$ cat config.mk
export PLATFORM = sky130hd
export DESIGN_NAME = deadline_ordered_timer_table_top
export DESIGN_NICKNAME = d
export VERILOG_FILES = /design/src/hdl/tdt_pkg.sv /design/src/hdl/deadline_ordered_timer_table_top.sv /design/src/hdl/tdt_mem.sv
export VERILOG_INCLUDE_DIRS = /design/src /design/src/hdl
export SDC_FILE = /design/constraint.sdc
export NUM_CORES = 2
export LEC_CHECK = 0
export BUFFER_PORTS_ARGS = -buffer_cell sky130_fd_sc_hd__buf_2
export CAP_MARGIN = 0
export CORE_UTILIZATION = 60
export CTS_BUF_LIST = sky130_fd_sc_hd__clkbuf_2 sky130_fd_sc_hd__clkbuf_4 sky130_fd_sc_hd__clkbuf_8
export DETAILED_ROUTE_END_ITERATION = 10
export HOLD_SLACK_MARGIN = 0.1
export MAX_ROUTING_LAYER = met4
export PLACE_DENSITY = 0.84
export SLEW_MARGIN = 40
export SYNTH_ARGS = -nofsm -noshare
export SYNTH_HDL_FRONTEND = slang
export SYNTH_SLANG_ARGS = --single-unit
$ cat constraint.sdc
create_clock -name i_clk -period 15.4 [get_ports i_clk]
set_input_delay 1.54 -clock i_clk [delete_from_list [all_inputs] [get_ports i_clk]]
set_output_delay 1.54 -clock i_clk [all_outputs]
set_load 0.005 [all_outputs]
$ cat src/hdl/deadline_ordered_timer_table_top_defines.svh
// Assertion macros for the timer table
`ifndef DEADLINE_ORDERED_TIMER_TABLE_TOP_DEFINES_SVH
`define DEADLINE_ORDERED_TIMER_TABLE_TOP_DEFINES_SVH
`ifndef NO_ASSERTIONS
// Check an implication on every clock edge outside reset
`define TDT_ASSERT_IMP(lbl, ante, cons) \
    lbl: assert property (@(posedge i_clk) disable iff (!i_rst_n) (ante) |-> (cons)) \
        else $error("timer table check failed");
// Check an implication in the next cycle
`define TDT_ASSERT_NXT(lbl, ante, cons) \
    lbl: assert property (@(posedge i_clk) disable iff (!i_rst_n) (ante) |=> (cons)) \
        else $error("timer table check failed");
`else
`define TDT_ASSERT_IMP(lbl, ante, cons)
`define TDT_ASSERT_NXT(lbl, ante, cons)
`endif
`endif

$ cat src/hdl/tdt_pkg.sv
`timescale 1ns / 1ps
package tdt_pkg;
    localparam int CAPACITY_DEF = 16;
    localparam int EXP_W = 48;
    localparam int ID_W  = 32;
    localparam int DLY_W = 31;
    localparam int ENT_W = EXP_W + ID_W;

    localparam logic [1:0] OP_ADD    = 2'd0;
    localparam logic [1:0] OP_DEL    = 2'd1;
    localparam logic [1:0] OP_HANDLE = 2'd2;
    localparam logic [1:0] OP_NOP    = 2'd3;

    localparam logic [2:0] K_ADDED    = 3'd0;
    localparam logic [2:0] K_DELETED  = 3'd1;
    localparam logic [2:0] K_NOTFOUND = 3'd2;
    localparam logic [2:0] K_FULL     = 3'd3;
    localparam logic [2:0] K_EXPIRED  = 3'd4;
    localparam logic [2:0] K_DONE     = 3'd5;
endpackage

$ cat src/hdl/deadline_ordered_timer_table_top.sv
`timescale 1ns / 1ps
// Timer table: each command scans all CAPACITY slots through the entry memory
// (one slot per cycle, registered read); add and delete give a single result
// each. A handle runs one scan for the next deadline, then one scan per expired
// timer and a final scan that finds none, ending with a done result.
// busy falls as the last result shows, so a new command waits for that result.
// No result stall. Synchronous active-low reset clears valid bits, id counter, control.
`include "deadline_ordered_timer_table_top_defines.svh"
module deadline_ordered_timer_table_top #(
    parameter int CAPACITY = tdt_pkg::CAPACITY_DEF
) (
    input  logic                      i_clk,
    input  logic                      i_rst_n,
    input  logic                      start,
    output logic                      busy,
    input  logic [1:0]                i_opcode,
    input  logic [tdt_pkg::EXP_W-1:0] i_now_ms,
    input  logic [tdt_pkg::DLY_W-1:0] i_delay_ms,
    input  logic [tdt_pkg::EXP_W-1:0] i_target_expire,
    input  logic [tdt_pkg::ID_W-1:0]  i_target_id,
    output logic                      o_valid,
    output logic [2:0]                o_kind,
    output logic [tdt_pkg::ID_W-1:0]  o_entry_id,
    output logic [tdt_pkg::EXP_W-1:0] o_entry_expire,
    output logic [tdt_pkg::EXP_W-1:0] o_next_deadline,
    output logic                      o_deadline_valid,
    output logic                      o_last
);
    localparam int EW = tdt_pkg::EXP_W;
    localparam int IW = tdt_pkg::ID_W;
    localparam int AW = (CAPACITY > 1) ? $clog2(CAPACITY) : 1;
    localparam int CW = $clog2(CAPACITY + 1);
    localparam logic [CW-1:0] CNT_END = CW'(CAPACITY);

    localparam logic [1:0] ST_IDLE = 2'd0;
    localparam logic [1:0] ST_SCAN = 2'd1;
    localparam logic [1:0] ST_FIN  = 2'd2;

    logic [1:0]          r_state;
    logic                r_phase2;
    logic [CW-1:0]       r_cnt;
    logic [CAPACITY-1:0] r_used;
    logic [IW-1:0]       r_ident;
    logic [1:0]          r_op;
    logic [EW-1:0]       r_now;
    logic [EW-1:0]       r_e;
    logic [EW-1:0]       r_texp;
    logic [IW-1:0]       r_tid;
    logic                r_found;
    logic [AW-1:0]       r_fidx;
    logic                r_free_v;
    logic [AW-1:0]       r_free;
    logic                r_dv;
    logic [EW-1:0]       r_dl;
    logic                r_mv;
    logic [EW-1:0]       r_mexp;
    logic [IW-1:0]       r_mid;
    logic [AW-1:0]       r_midx;
    logic                r_valid;
    logic [2:0]          r_kind;
    logic [IW-1:0]       r_oid;
    logic [EW-1:0]       r_oexp;
    logic [EW-1:0]       r_odl;
    logic                r_odv;
    logic                r_last;

    logic                    accept;
    logic [EW:0]             sum;
    logic [EW-1:0]           sat_e;
    logic [tdt_pkg::ENT_W-1:0] rdata;
    logic [EW-1:0]           d_exp;
    logic [IW-1:0]           d_id;
    logic [AW-1:0]           pidx;
    logic                    proc;
    logic                    u;
    logic [EW-1:0]           kexp;
    logic [IW-1:0]           kid;
    logic                    hit;
    logic                    dl_cand;
    logic                    key_cand;
    logic                    key_less;
    logic                    we;
    logic [CW-1:0]           cnt_m1;
    logic [EW-1:0]           add_dl;

    assign accept = start && !busy;
    assign busy   = (r_state != ST_IDLE);

    // saturate now plus delay at the top of the range
    assign sum   = {1'b0, i_now_ms} + {{(EW + 1 - tdt_pkg::DLY_W){1'b0}}, i_delay_ms};
    assign sat_e = sum[EW] ? {EW{1'b1}} : sum[EW-1:0];

    // slot scan datapath
    assign cnt_m1 = r_cnt - CW'(1);
    assign pidx   = cnt_m1[AW-1:0];
    assign proc   = (r_state == ST_SCAN) && (r_cnt != '0);
    assign d_exp  = rdata[tdt_pkg::ENT_W-1:IW];
    assign d_id   = rdata[IW-1:0];
    assign u      = r_used[pidx];
    assign kexp   = (r_op == tdt_pkg::OP_ADD) ? r_e : r_texp;
    assign kid    = (r_op == tdt_pkg::OP_ADD) ? r_ident : r_tid;
    assign hit    = u && (d_exp == kexp) && (d_id == kid);
    assign key_less = !r_mv || (d_exp < r_mexp) || ((d_exp == r_mexp) && (d_id < r_mid));

    always_comb begin
        dl_cand  = 1'b0;
        key_cand = 1'b0;
        case (r_op)
            tdt_pkg::OP_ADD:    dl_cand = u;
            tdt_pkg::OP_DEL:    dl_cand = u && !hit;
            tdt_pkg::OP_HANDLE: begin
                dl_cand  = !r_phase2 && u && (d_exp > r_now);
                key_cand = r_phase2 && u && (d_exp <= r_now);
            end
            default: begin
                dl_cand  = 1'b0;
                key_cand = 1'b0;
            end
        endcase
    end

    // deadline after an insert
    assign add_dl = (r_dv && (r_dl < r_e)) ? r_dl : r_e;

    // write a new entry on a successful add
    assign we = (r_state == ST_FIN) && (r_op == tdt_pkg::OP_ADD) && !r_found && r_free_v;

    tdt_mem #(
        .DEPTH (CAPACITY),
        .AW    (AW),
        .W     (tdt_pkg::ENT_W)
    ) u_mem (
        .i_clk   (i_clk),
        .i_we    (we),
        .i_waddr (r_free),
        .i_wdata ({r_e, r_ident}),
        .i_raddr (r_cnt[AW-1:0]),
        .o_rdata (rdata)
    );

    // control and scan accumulators
    always_ff @(posedge i_clk) begin
        if (!i_rst_n) begin
            r_state  <= ST_IDLE;
            r_phase2 <= 1'b0;
            r_cnt    <= '0;
            r_used   <= '0;
            r_ident  <= '0;
            r_valid  <= 1'b0;
        end else begin
            r_valid <= 1'b0;
            case (r_state)
                ST_IDLE: begin
                    if (accept && (i_opcode != tdt_pkg::OP_NOP)) begin
                        r_op     <= i_opcode;
                        r_now    <= i_now_ms;
                        r_e      <= sat_e;
                        r_texp   <= i_target_expire;
                        r_tid    <= i_target_id;
                        r_phase2 <= 1'b0;
                        r_cnt    <= '0;
                        r_found  <= 1'b0;
                        r_free_v <= 1'b0;
                        r_dv     <= 1'b0;
                        r_dl     <= '0;
                        r_mv     <= 1'b0;
                        r_state  <= ST_SCAN;
                    end
                end
                ST_SCAN: begin
                    if (proc) begin
                        if (hit && !r_found) begin
                            r_found <= 1'b1;
                            r_fidx  <= pidx;
                        end
                        if (!u && !r_free_v) begin
                            r_free_v <= 1'b1;
                            r_free   <= pidx;
                        end
                        if (dl_cand && (!r_dv || (d_exp < r_dl))) begin
                            r_dv <= 1'b1;
                            r_dl <= d_exp;
                        end
                        if (key_cand && key_less) begin
                            r_mv   <= 1'b1;
                            r_mexp <= d_exp;
                            r_mid  <= d_id;
                            r_midx <= pidx;
                        end
                    end
                    if (r_cnt == CNT_END) begin
                        r_state <= ST_FIN;
                    end else begin
                        r_cnt <= r_cnt + CW'(1);
                    end
                end
                ST_FIN: begin
                    r_odl <= r_dl;
                    r_odv <= r_dv;
                    r_oid  <= '0;
                    r_oexp <= '0;
                    r_last <= 1'b1;
                    r_state <= ST_IDLE;
                    case (r_op)
                        tdt_pkg::OP_ADD: begin
                            r_valid <= 1'b1;
                            if (r_found || r_free_v) begin
                                r_kind  <= tdt_pkg::K_ADDED;
                                r_oid   <= r_ident;
                                r_oexp  <= r_e;
                                r_ident <= r_ident + IW'(1);
                                if (!r_found) begin
                                    r_used[r_free] <= 1'b1;
                                    r_odl <= add_dl;
                                    r_odv <= 1'b1;
                                end
                            end else begin
                                r_kind <= tdt_pkg::K_FULL;
                            end
                        end
                        tdt_pkg::OP_DEL: begin
                            r_valid <= 1'b1;
                            if (r_found) begin
                                r_used[r_fidx] <= 1'b0;
                                r_kind <= tdt_pkg::K_DELETED;
                            end else begin
                                r_kind <= tdt_pkg::K_NOTFOUND;
                            end
                        end
                        tdt_pkg::OP_HANDLE: begin
                            r_cnt <= '0;
                            r_mv  <= 1'b0;
                            if (!r_phase2) begin
                                // deadline known; start draining expiries
                                r_phase2 <= 1'b1;
                                r_state  <= ST_SCAN;
                            end else if (r_mv) begin
                                r_valid <= 1'b1;
                                r_kind  <= tdt_pkg::K_EXPIRED;
                                r_oid   <= r_mid;
                                r_oexp  <= r_mexp;
                                r_last  <= 1'b0;
                                r_used[r_midx] <= 1'b0;
                                r_state <= ST_SCAN;
                            end else begin
                                r_valid <= 1'b1;
                                r_kind  <= tdt_pkg::K_DONE;
                            end
                        end
                        default: begin
                            r_state <= ST_IDLE;
                        end
                    endcase
                end
                default: begin
                    r_state <= ST_IDLE;
                end
            endcase
        end
    end

    assign o_valid          = r_valid;
    assign o_kind           = r_kind;
    assign o_entry_id       = r_oid;
    assign o_entry_expire   = r_oexp;
    assign o_next_deadline  = r_odl;
    assign o_deadline_valid = r_odv;
    assign o_last           = r_last;

    `TDT_ASSERT_NXT(a_start_busy, accept && (i_opcode != tdt_pkg::OP_NOP), busy)
    `TDT_ASSERT_IMP(a_last_idle, o_valid && o_last, !busy)
    `TDT_ASSERT_IMP(a_more_busy, o_valid && !o_last, busy)
    `TDT_ASSERT_IMP(a_exp_not_last, o_valid && (o_kind == tdt_pkg::K_EXPIRED), !o_last)
    `TDT_ASSERT_IMP(a_dl_zero, o_valid && !o_deadline_valid, o_next_deadline == '0)
endmodule

$ cat src/hdl/tdt_mem.sv
`timescale 1ns / 1ps
module tdt_mem #(
    parameter int DEPTH = tdt_pkg::CAPACITY_DEF,
    parameter int AW    = $clog2(tdt_pkg::CAPACITY_DEF),
    parameter int W     = tdt_pkg::ENT_W
) (
    input  logic          i_clk,
    input  logic          i_we,
    input  logic [AW-1:0] i_waddr,
    input  logic [W-1:0]  i_wdata,
    input  logic [AW-1:0] i_raddr,
    output logic [W-1:0]  o_rdata
);
    logic [W-1:0] r_mem [DEPTH];
    logic [W-1:0] r_rdata;

    // write port
    always_ff @(posedge i_clk) begin
        if (i_we) begin
            r_mem[i_waddr] <= i_wdata;
        end
    end

    // registered read port
    always_ff @(posedge i_clk) begin
        r_rdata <= r_mem[i_raddr];
    end

    assign o_rdata = r_rdata;
endmodule

=== Word-level counts from Yosys, hierarchy flattened ===
Memories as Yosys holds them, arrays and structs flattened. A register that Yosys moved wholly into a read port is not among the register bits.
Index checks and enable logic that the tools add are counted.

* Register bits: 512
* RAM bits: 1280
* Word-level logic and storage cells: 205
* Memories kept: 1

* Add/sub/neg operators: 4
* Magnitude comparators: 13
* Equality and inequality tests: 23
* Mux-type cells: 73
* Bitwise logic cells: 5
* Reduce and logical (&&, ||, !) cells: 59

{| class="wikitable"
|+ Memories
! memory !! words !! bits a word !! rd ports !! clocked after memory_dff !! write ports !! line !! source
|-
| u_mem.r_mem || 16 || 80 || 1 || 1 || 1 || tdt_mem.sv:14 || <nowiki>logic [W-1:0] r_mem [DEPTH];</nowiki>
|}

{| class="wikitable"
|+ Operator list
! operator !! number
|-
| $mux W48 || 11
|-
| $pmux W48 S2 || 2
|-
| $lt A48 B48 Y1 || 3
|-
| $mux W32 || 4
|-
| $eq A48 B48 Y1 || 2
|-
| $mux W16 || 5
|-
| $pmux W32 S2 || 1
|-
| $add A48 B31 Y49 || 1
|-
| $gt A48 B48 Y1 || 1
|-
| $le A48 B48 Y1 || 1
|-
| $pmux W16 S3 || 1
|-
| $add A32 B1 Y32 const B || 1
|-
| $and A16 B16 Y16 || 2
|-
| $eq A32 B32 Y1 || 1
|-
| $lt A32 B32 Y1 || 1
|-
| $not A16 Y16 || 2
|-
| $mux W1 || 27
|-
| $logic_and A1 B1 Y1 || 22
|-
| $lt A4 B5 Y1 const B || 4
|-
| $reduce_and A4 Y1 || 5
|-
| $ne A2 B2 Y1 const B || 8
|-
| $or A16 B16 Y16 || 1
|-
| $mux W5 || 3
|-
| $pmux W5 S3 || 1
|-
| 27 further kinds || 67
|}

=== Longest topological paths before layout ===
* Word-level depth: 12
* Depth in mapped cells: 14
* Mapped depth without buffers: 11

=== Modules after synthesis ===
From an unflattened synthesis, not the netlist that was laid out.

* Cells, all modules: 4793
* Area total of the unflattened synthesis: 78962.0 µm²

{| class="wikitable"
|+ Modules (own cells, without submodules)
! module !! times used !! cells an instance !! area an instance (µm²)
|-
| tdt_mem || 1 || 2054 || 49422.4
|-
| deadline_ordered_timer_table_top || 1 || 2739 || 29539.6
|}

=== Worst setup path after synthesis ===
OpenSTA, ideal clock, no wires.

* Path kind: reg2reg
* Start: register r_cnt[0]
* End: register r_mexp[0] (enable)
* Setup time: 0.630 ns
* Data arrival time: 8.172 ns
* Setup slack: 6.598 ns
* Stages on the path, launching flop included: 12
* Path buffers: 3
* Period minus slack after synthesis: 8.802 ns
* Path through: dfxtp_1 > buf_2 > clkbuf_1 > buf_1 > inv_1 > ha_1 > mux4_2 > mux2_2 > a21oi_1 > nor2_1 > nand2_1 > nor3_1

* Cells in the longest elaborated chain, start to end: 8

{| class="wikitable"
|+ Ends and longest elaborated chain
! element !! line !! source
|-
| start, declared || deadline_ordered_timer_table_top.sv:41 || <nowiki>logic [CW-1:0] r_cnt;</nowiki>
|-
| start signal, assigned || deadline_ordered_timer_table_top.sv:194 || <nowiki>r_cnt <= r_cnt + CW'(1);</nowiki>
|-
| $sub A4 B1 Y4 || deadline_ordered_timer_table_top.sv:94 || <nowiki>assign cnt_m1 = r_cnt - CW'(1);</nowiki>
|-
| net cnt_m1[0] || deadline_ordered_timer_table_top.sv:83 || <nowiki>logic [CW-1:0] cnt_m1;</nowiki>
|-
| $bmux W1 S4 || deadline_ordered_timer_table_top.sv:99 || <nowiki>assign u = r_used[pidx];</nowiki>
|-
| $mux W1 (not written as such) || deadline_ordered_timer_table_top.sv:99 ||
|-
| $logic_and A1 B1 Y1 (2 in series) || deadline_ordered_timer_table_top.sv:113 || <nowiki>key_cand = r_phase2 && u && (d_exp <= r_now);</nowiki>
|-
| $mux W1 || deadline_ordered_timer_table_top.sv:108 || <nowiki>case (r_op)</nowiki>
|-
| $logic_and A1 B1 Y1 || deadline_ordered_timer_table_top.sv:184 || <nowiki>if (key_cand && key_less) begin</nowiki>
|-
| $reduce_and A4 Y1 (no line) || -- ||
|-
| end signal, assigned || deadline_ordered_timer_table_top.sv:186 || <nowiki>r_mexp <= d_exp;</nowiki>
|-
| end, declared || deadline_ordered_timer_table_top.sv:56 || <nowiki>logic [EW-1:0] r_mexp;</nowiki>
|}

The timed path passes the listed nets, and every way through them passes these cells. The select of a mux whose other input is x is not followed.
A chain may end at the register's enable or synchronous reset.

=== Worst setup path in the final report ===
* Start: register r_op[0]
* End: register r_dl[22] (enable)

* Cells in the longest elaborated chain, start to end: 11

{| class="wikitable"
|+ Ends and longest elaborated chain
! element !! line !! source
|-
| start, declared || deadline_ordered_timer_table_top.sv:44 || <nowiki>logic [1:0] r_op;</nowiki>
|-
| start signal, assigned || deadline_ordered_timer_table_top.sv:155 || <nowiki>r_op <= i_opcode;</nowiki>
|-
| $logic_not A2 Y1 || deadline_ordered_timer_table_top.sv:100, deadline_ordered_timer_table_top.sv:101, deadline_ordered_timer_table_top.sv:108 ||
|-
| $mux W48 || deadline_ordered_timer_table_top.sv:100 || <nowiki>assign kexp = (r_op == tdt_pkg::OP_ADD) ? r_e : r_texp;</nowiki>
|-
| $eq A48 B48 Y1 || deadline_ordered_timer_table_top.sv:102 || <nowiki>assign hit = u && (d_exp == kexp) && (d_id == kid);</nowiki>
|-
| $logic_and A1 B1 Y1 (2 in series) || deadline_ordered_timer_table_top.sv:102 ||
|-
| $logic_not A1 Y1 || deadline_ordered_timer_table_top.sv:110 || <nowiki>tdt_pkg::OP_DEL: dl_cand = u && !hit;</nowiki>
|-
| $logic_and A1 B1 Y1 || deadline_ordered_timer_table_top.sv:110 ||
|-
| $pmux W1 S3 (*) || deadline_ordered_timer_table_top.sv:108 ||
|-
| $logic_and A1 B1 Y1 (*) || deadline_ordered_timer_table_top.sv:180 || <nowiki>if (dl_cand && (!r_dv || (d_exp < r_dl))) begin</nowiki>
|-
| $ne A2 B1 Y1 (no line) (*) || -- ||
|-
| $reduce_and A5 Y1 (no line) (*) || -- ||
|-
| end signal, assigned || deadline_ordered_timer_table_top.sv:182 || <nowiki>r_dl <= d_exp;</nowiki>
|-
| end, declared || deadline_ordered_timer_table_top.sv:54 || <nowiki>logic [EW-1:0] r_dl;</nowiki>
|}

Every way passes the cells marked *; elsewhere a longest branch is shown, timed or not.

==> run summary <==
The layout overhead on the synthesized area came out at 13.80%. The first routing iteration left 7018 violations. The total length of routed wires is 215.2 mm.

The floorplan step defined a die boundary enclosing 0.1306 sq mm. By area the synthesized netlist is led by sky130_fd_sc_hd__edfxtp_1, sky130_fd_sc_hd__mux4_2, sky130_fd_sc_hd__ha_1. Tracing the worst setup path back leads to its startpoint at r_op[0]. The total of endpoints with negative setup slack in the final report is 0. Once placement finished, the instance area stood at 0.08177 sq mm. The overall routing resource usage came out at 0.3406.

In this run the deepest clock path goes through 4 buffers. The sum of internal, switching and leakage power is 0.01058 W. The number of register bits inferred by synthesis came out at 1872.

The post-synthesis cell type with the largest combined area is sky130_fd_sc_hd__edfxtp_1. The worst setup path is of the reg -> reg kind. The startpoint kind of the worst setup timing path is a register. The nature of the critical path endpoint is a register. The initial antenna violation count came out at 27.

The run finished with clean final reports. The sequential-to-total area share from yosys stat is 0.7077. The pre-antenna-repair detailed-routing pass consisted of 9 iterations. The cell depth of the worst flop-to-flop path came out at 13. The predominant post-synthesis flop cell is sky130_fd_sc_hd__edfxtp_1.

The critical path goes through inv_1 > ha_4 > buf_4 > buf_4 > mux2i_1 > xnor2_1 > nor4_1 > nand4_1 > nor3_1 > nand3_1 > a221oi_1 > o21bai_4 > buf_4. The number of setup buffers added after CTS is 0. The peak per-stage delay on the critical path is 0.69 ns. Derived from the worst setup path, the maximum achievable clock frequency is 178.4 MHz.

The x dimension of the die came out at 361.4 microns. Each instance of the synthesized netlist takes up on average 17.96 sq um. The endpoint identified for the worst register-to-register timing path is r_dl[22].

The final route contains 45220 vias. The largest voltage drop on the vdd net is 0.08853 mV. The count of final max-slew check failures came out at 0. The number of buffers added by the clock tree synthesis step came out at 310. The reported max-cap violation count came out at 0.

Setup repair after global routing left no endpoint under its margin. The tree is rooted in a sky130_fd_sc_hd__clkbuf_8. The post-route setup TNS is 0 ns. Counting instances, the worst hold path has a depth of 0. The number of nets in the layout is 5287. After clock tree synthesis, the flow added hold-fix buffers numbering 0. The count of buffers added on input and output ports is 298.

The critical path data arrival time came out at 6.23 ns. Clock-pin slew was measured on the worst setup and hold paths at 0.07 ns. The worst hold path class is reg -> reg.

The number of rows created at floorplan came out at 131. Dividing the detail-routed wire length by the instance count gives 31.77 microns. The synthesized netlist contains 73 unique library cells. After clock tree synthesis, the repair step resized 0 gates. The worst hold margin came out at 0.4816 ns. The required time at the endpoint of the critical path is 16.03 ns. The total congestion overflow came out at 0.

The count of buffering cells on the critical path with inverters included came out at 4. Of the post-synthesis cell area, the dominant cell type holds 0.6723. The area of the core came out at 0.1278 sq mm. The effective utilization at floorplan came out at 0.6062. The area taken by flip-flops and latches is 0.05487 sq mm. The origin of the worst min-delay path is u_mem.o_rdata[0]. On the critical path, the stage with the largest delay is an instance of sky130_fd_sc_hd__buf_4. The clock latency at the later pin of the worst-skew pair is 1.04 ns. The proportion of synthesized flip-flops having asynchronous set or reset is 0. The fill cell total of the finished layout is 7468.

The highest fanout seen on the critical path came out at 49. The per-cell via count in the routed design came out at 6.678. After technology mapping, the gate count stands at 4316. The hold violation total from the final report came out at 0. For this design, the sink count on the clock tree is 1872.

The count of synthesis-stage warnings from yosys is 0. TritonCTS built the clock tree. In this run the vertical extent of the chip is 361.4 microns. The final worst-path cycle share came out at 0.3641. For this run, the share of the core covered by cells in the final layout is 0.6898. The top-level port count is 299. The via count of the first global-routing pass came out at 44700. The dominant cell by count in the synthesized netlist is sky130_fd_sc_hd__edfxtp_1. The worst reg-to-reg setup slack came out at 9.79 ns.

The cell family with the largest share of critical-path delay is buffers and inverters. With fillers left out, the area of the finished cells amounts to 0.08819 sq mm. The path with the worst hold slack has its endpoint at r_mid[0]. The area of the mapped netlist is 0.07750 sq mm. The critical path's most frequent cell is sky130_fd_sc_hd__buf_4.

The number of nets handed over by synthesis was 4741. The number of H-tree levels is 5. The global-route wire length before repair came out at 305.8 mm. At the pin with the least slew margin, the transition time is 0.9668 ns. The routability-driven placement congestion ratio came out at 0.9735. Entering global routing, the biggest net connects 79 pins.

The ratio of cells with drive above 1 in the final layout came out at 0.2728. The synthesized design contains 1735 enable-type register cells. The clock skew came out at 0.08324 ns. The residual DRC count is 0. The number of nets with antenna violations after detailed routing came out at 0. Summed over all cells, the static leakage comes to 29.40 nW. The worst register-to-register path begins at r_op[0]. The total half-perimeter wirelength after legalization and detailed placement is 138.0 mm. For the finished layout, the period the worst path requires is 5.607 ns.

The relative max-transition margin is 0.3508. The power density over cell area came out at 119.9 mW/mm^2. In the synthesized netlist, the cells that appear most often are sky130_fd_sc_hd__edfxtp_1, sky130_fd_sc_hd__mux4_2, sky130_fd_sc_hd__ha_1.

The footprint of the multi-input gates is 0.02137 sq mm.
[report_power, final]
part / internal (W) / total [W] / switching [W]
Clock: 0.00250 / 0.00444 / 0.00194
Sequential: 0.00556 / 0.00564 / 0.0000753
Combinational: 0.000206 / 0.000496 / 0.000290
[layer usage]
metal | vias up | global-route usage | part of all wire
met5 | - | - | 0
met1 | 22640 | 0.4419 | 0.35
met2 | 3677 | 0.4936 | 0.45
met3 | 597 | 0.1044 | 0.14
met4 | 0 | 0.1653 | 0.052
li1 | 18310 | - | -
[state kept, by name, summed over array words and instances, names as in the netlist, 2 cells and up]
signal	cells
r_e	48
o_kind	3
o_entry_expire	48
r_midx	4
r_op	2
r_mid	32
r_used	16
u_mem.r_mem	1280
r_mexp	48
r_free	4
r_state	2
r_tid	32
o_next_deadline	48
r_cnt	5
r_now	48
o_entry_id	32
u_mem.o_rdata	80
r_fidx	4
r_texp	48
r_ident	32
r_dl	48
[kinds of logic (layout without fill, tap and decap cells)]
group | after synthesis | in the layout | synth area share
flip-flops | 1872 | 1872 | 0.7077
AO/OA/AOI/OAI | 453 | 453 | 0.03757
other | 0 | 18 | 0
AND/OR/NAND/NOR | 652 | 652 | 0.04256
multiplexers | 539 | 539 | 0.1349
buffers and inverters | 409 | 1185 | 0.02034
adder cells (fa/ha/maj) | 261 | 261 | 0.04224
XOR/XNOR | 130 | 130 | 0.01469
[worst max-delay path by stage]
| stage | depth (start not counted) | slack (ns) | end |
|---|---|---|---|
| floorplan | 11 | 6.60 | r_mexp[0] |
| global placement | 11 | 9.69 | r_e[0] |
| detailed placement | 11 | 9.62 | r_e[21] |
| CTS | 13 | 9.73 | r_dl[11] |
| global route | 13 | 9.75 | r_dl[22] |
| finish | 13 | 9.79 | r_dl[22] |
[cell type report]
cell class                 count  area share
antenna                       18   0.0005107
clock buffer                 466     0.06499
clock inverter                76    0.006143
inverter                     254     0.01090
multi-input combinational   2035      0.2423
sequential                  1872      0.6222
tap                         1662     0.02358
timing repair buffer         389     0.02937
[layout by cell type (no fill, tap or decap), types with 124 or more instances in the layout]
cell type and instances:
sky130_fd_sc_hd__clkbuf_8 357, sky130_fd_sc_hd__buf_2 298, sky130_fd_sc_hd__inv_1 251, sky130_fd_sc_hd__dfxtp_1 124, sky130_fd_sc_hd__mux2i_1 130, sky130_fd_sc_hd__ha_1 259
sky130_fd_sc_hd__mux4_2 404, sky130_fd_sc_hd__o21ai_0 140, sky130_fd_sc_hd__edfxtp_1 1735, sky130_fd_sc_hd__nand2_1 194
[per-stage QoR]
step                      cells  setup slack [ns]
after floorplan            4316             6.598
after detailed placement   6210             9.624
final                      6772             9.793
after global routing       6771             9.752
after global placement     6187             9.691
after CTS                  6752             9.735
(Power assumes the default switching activity.)
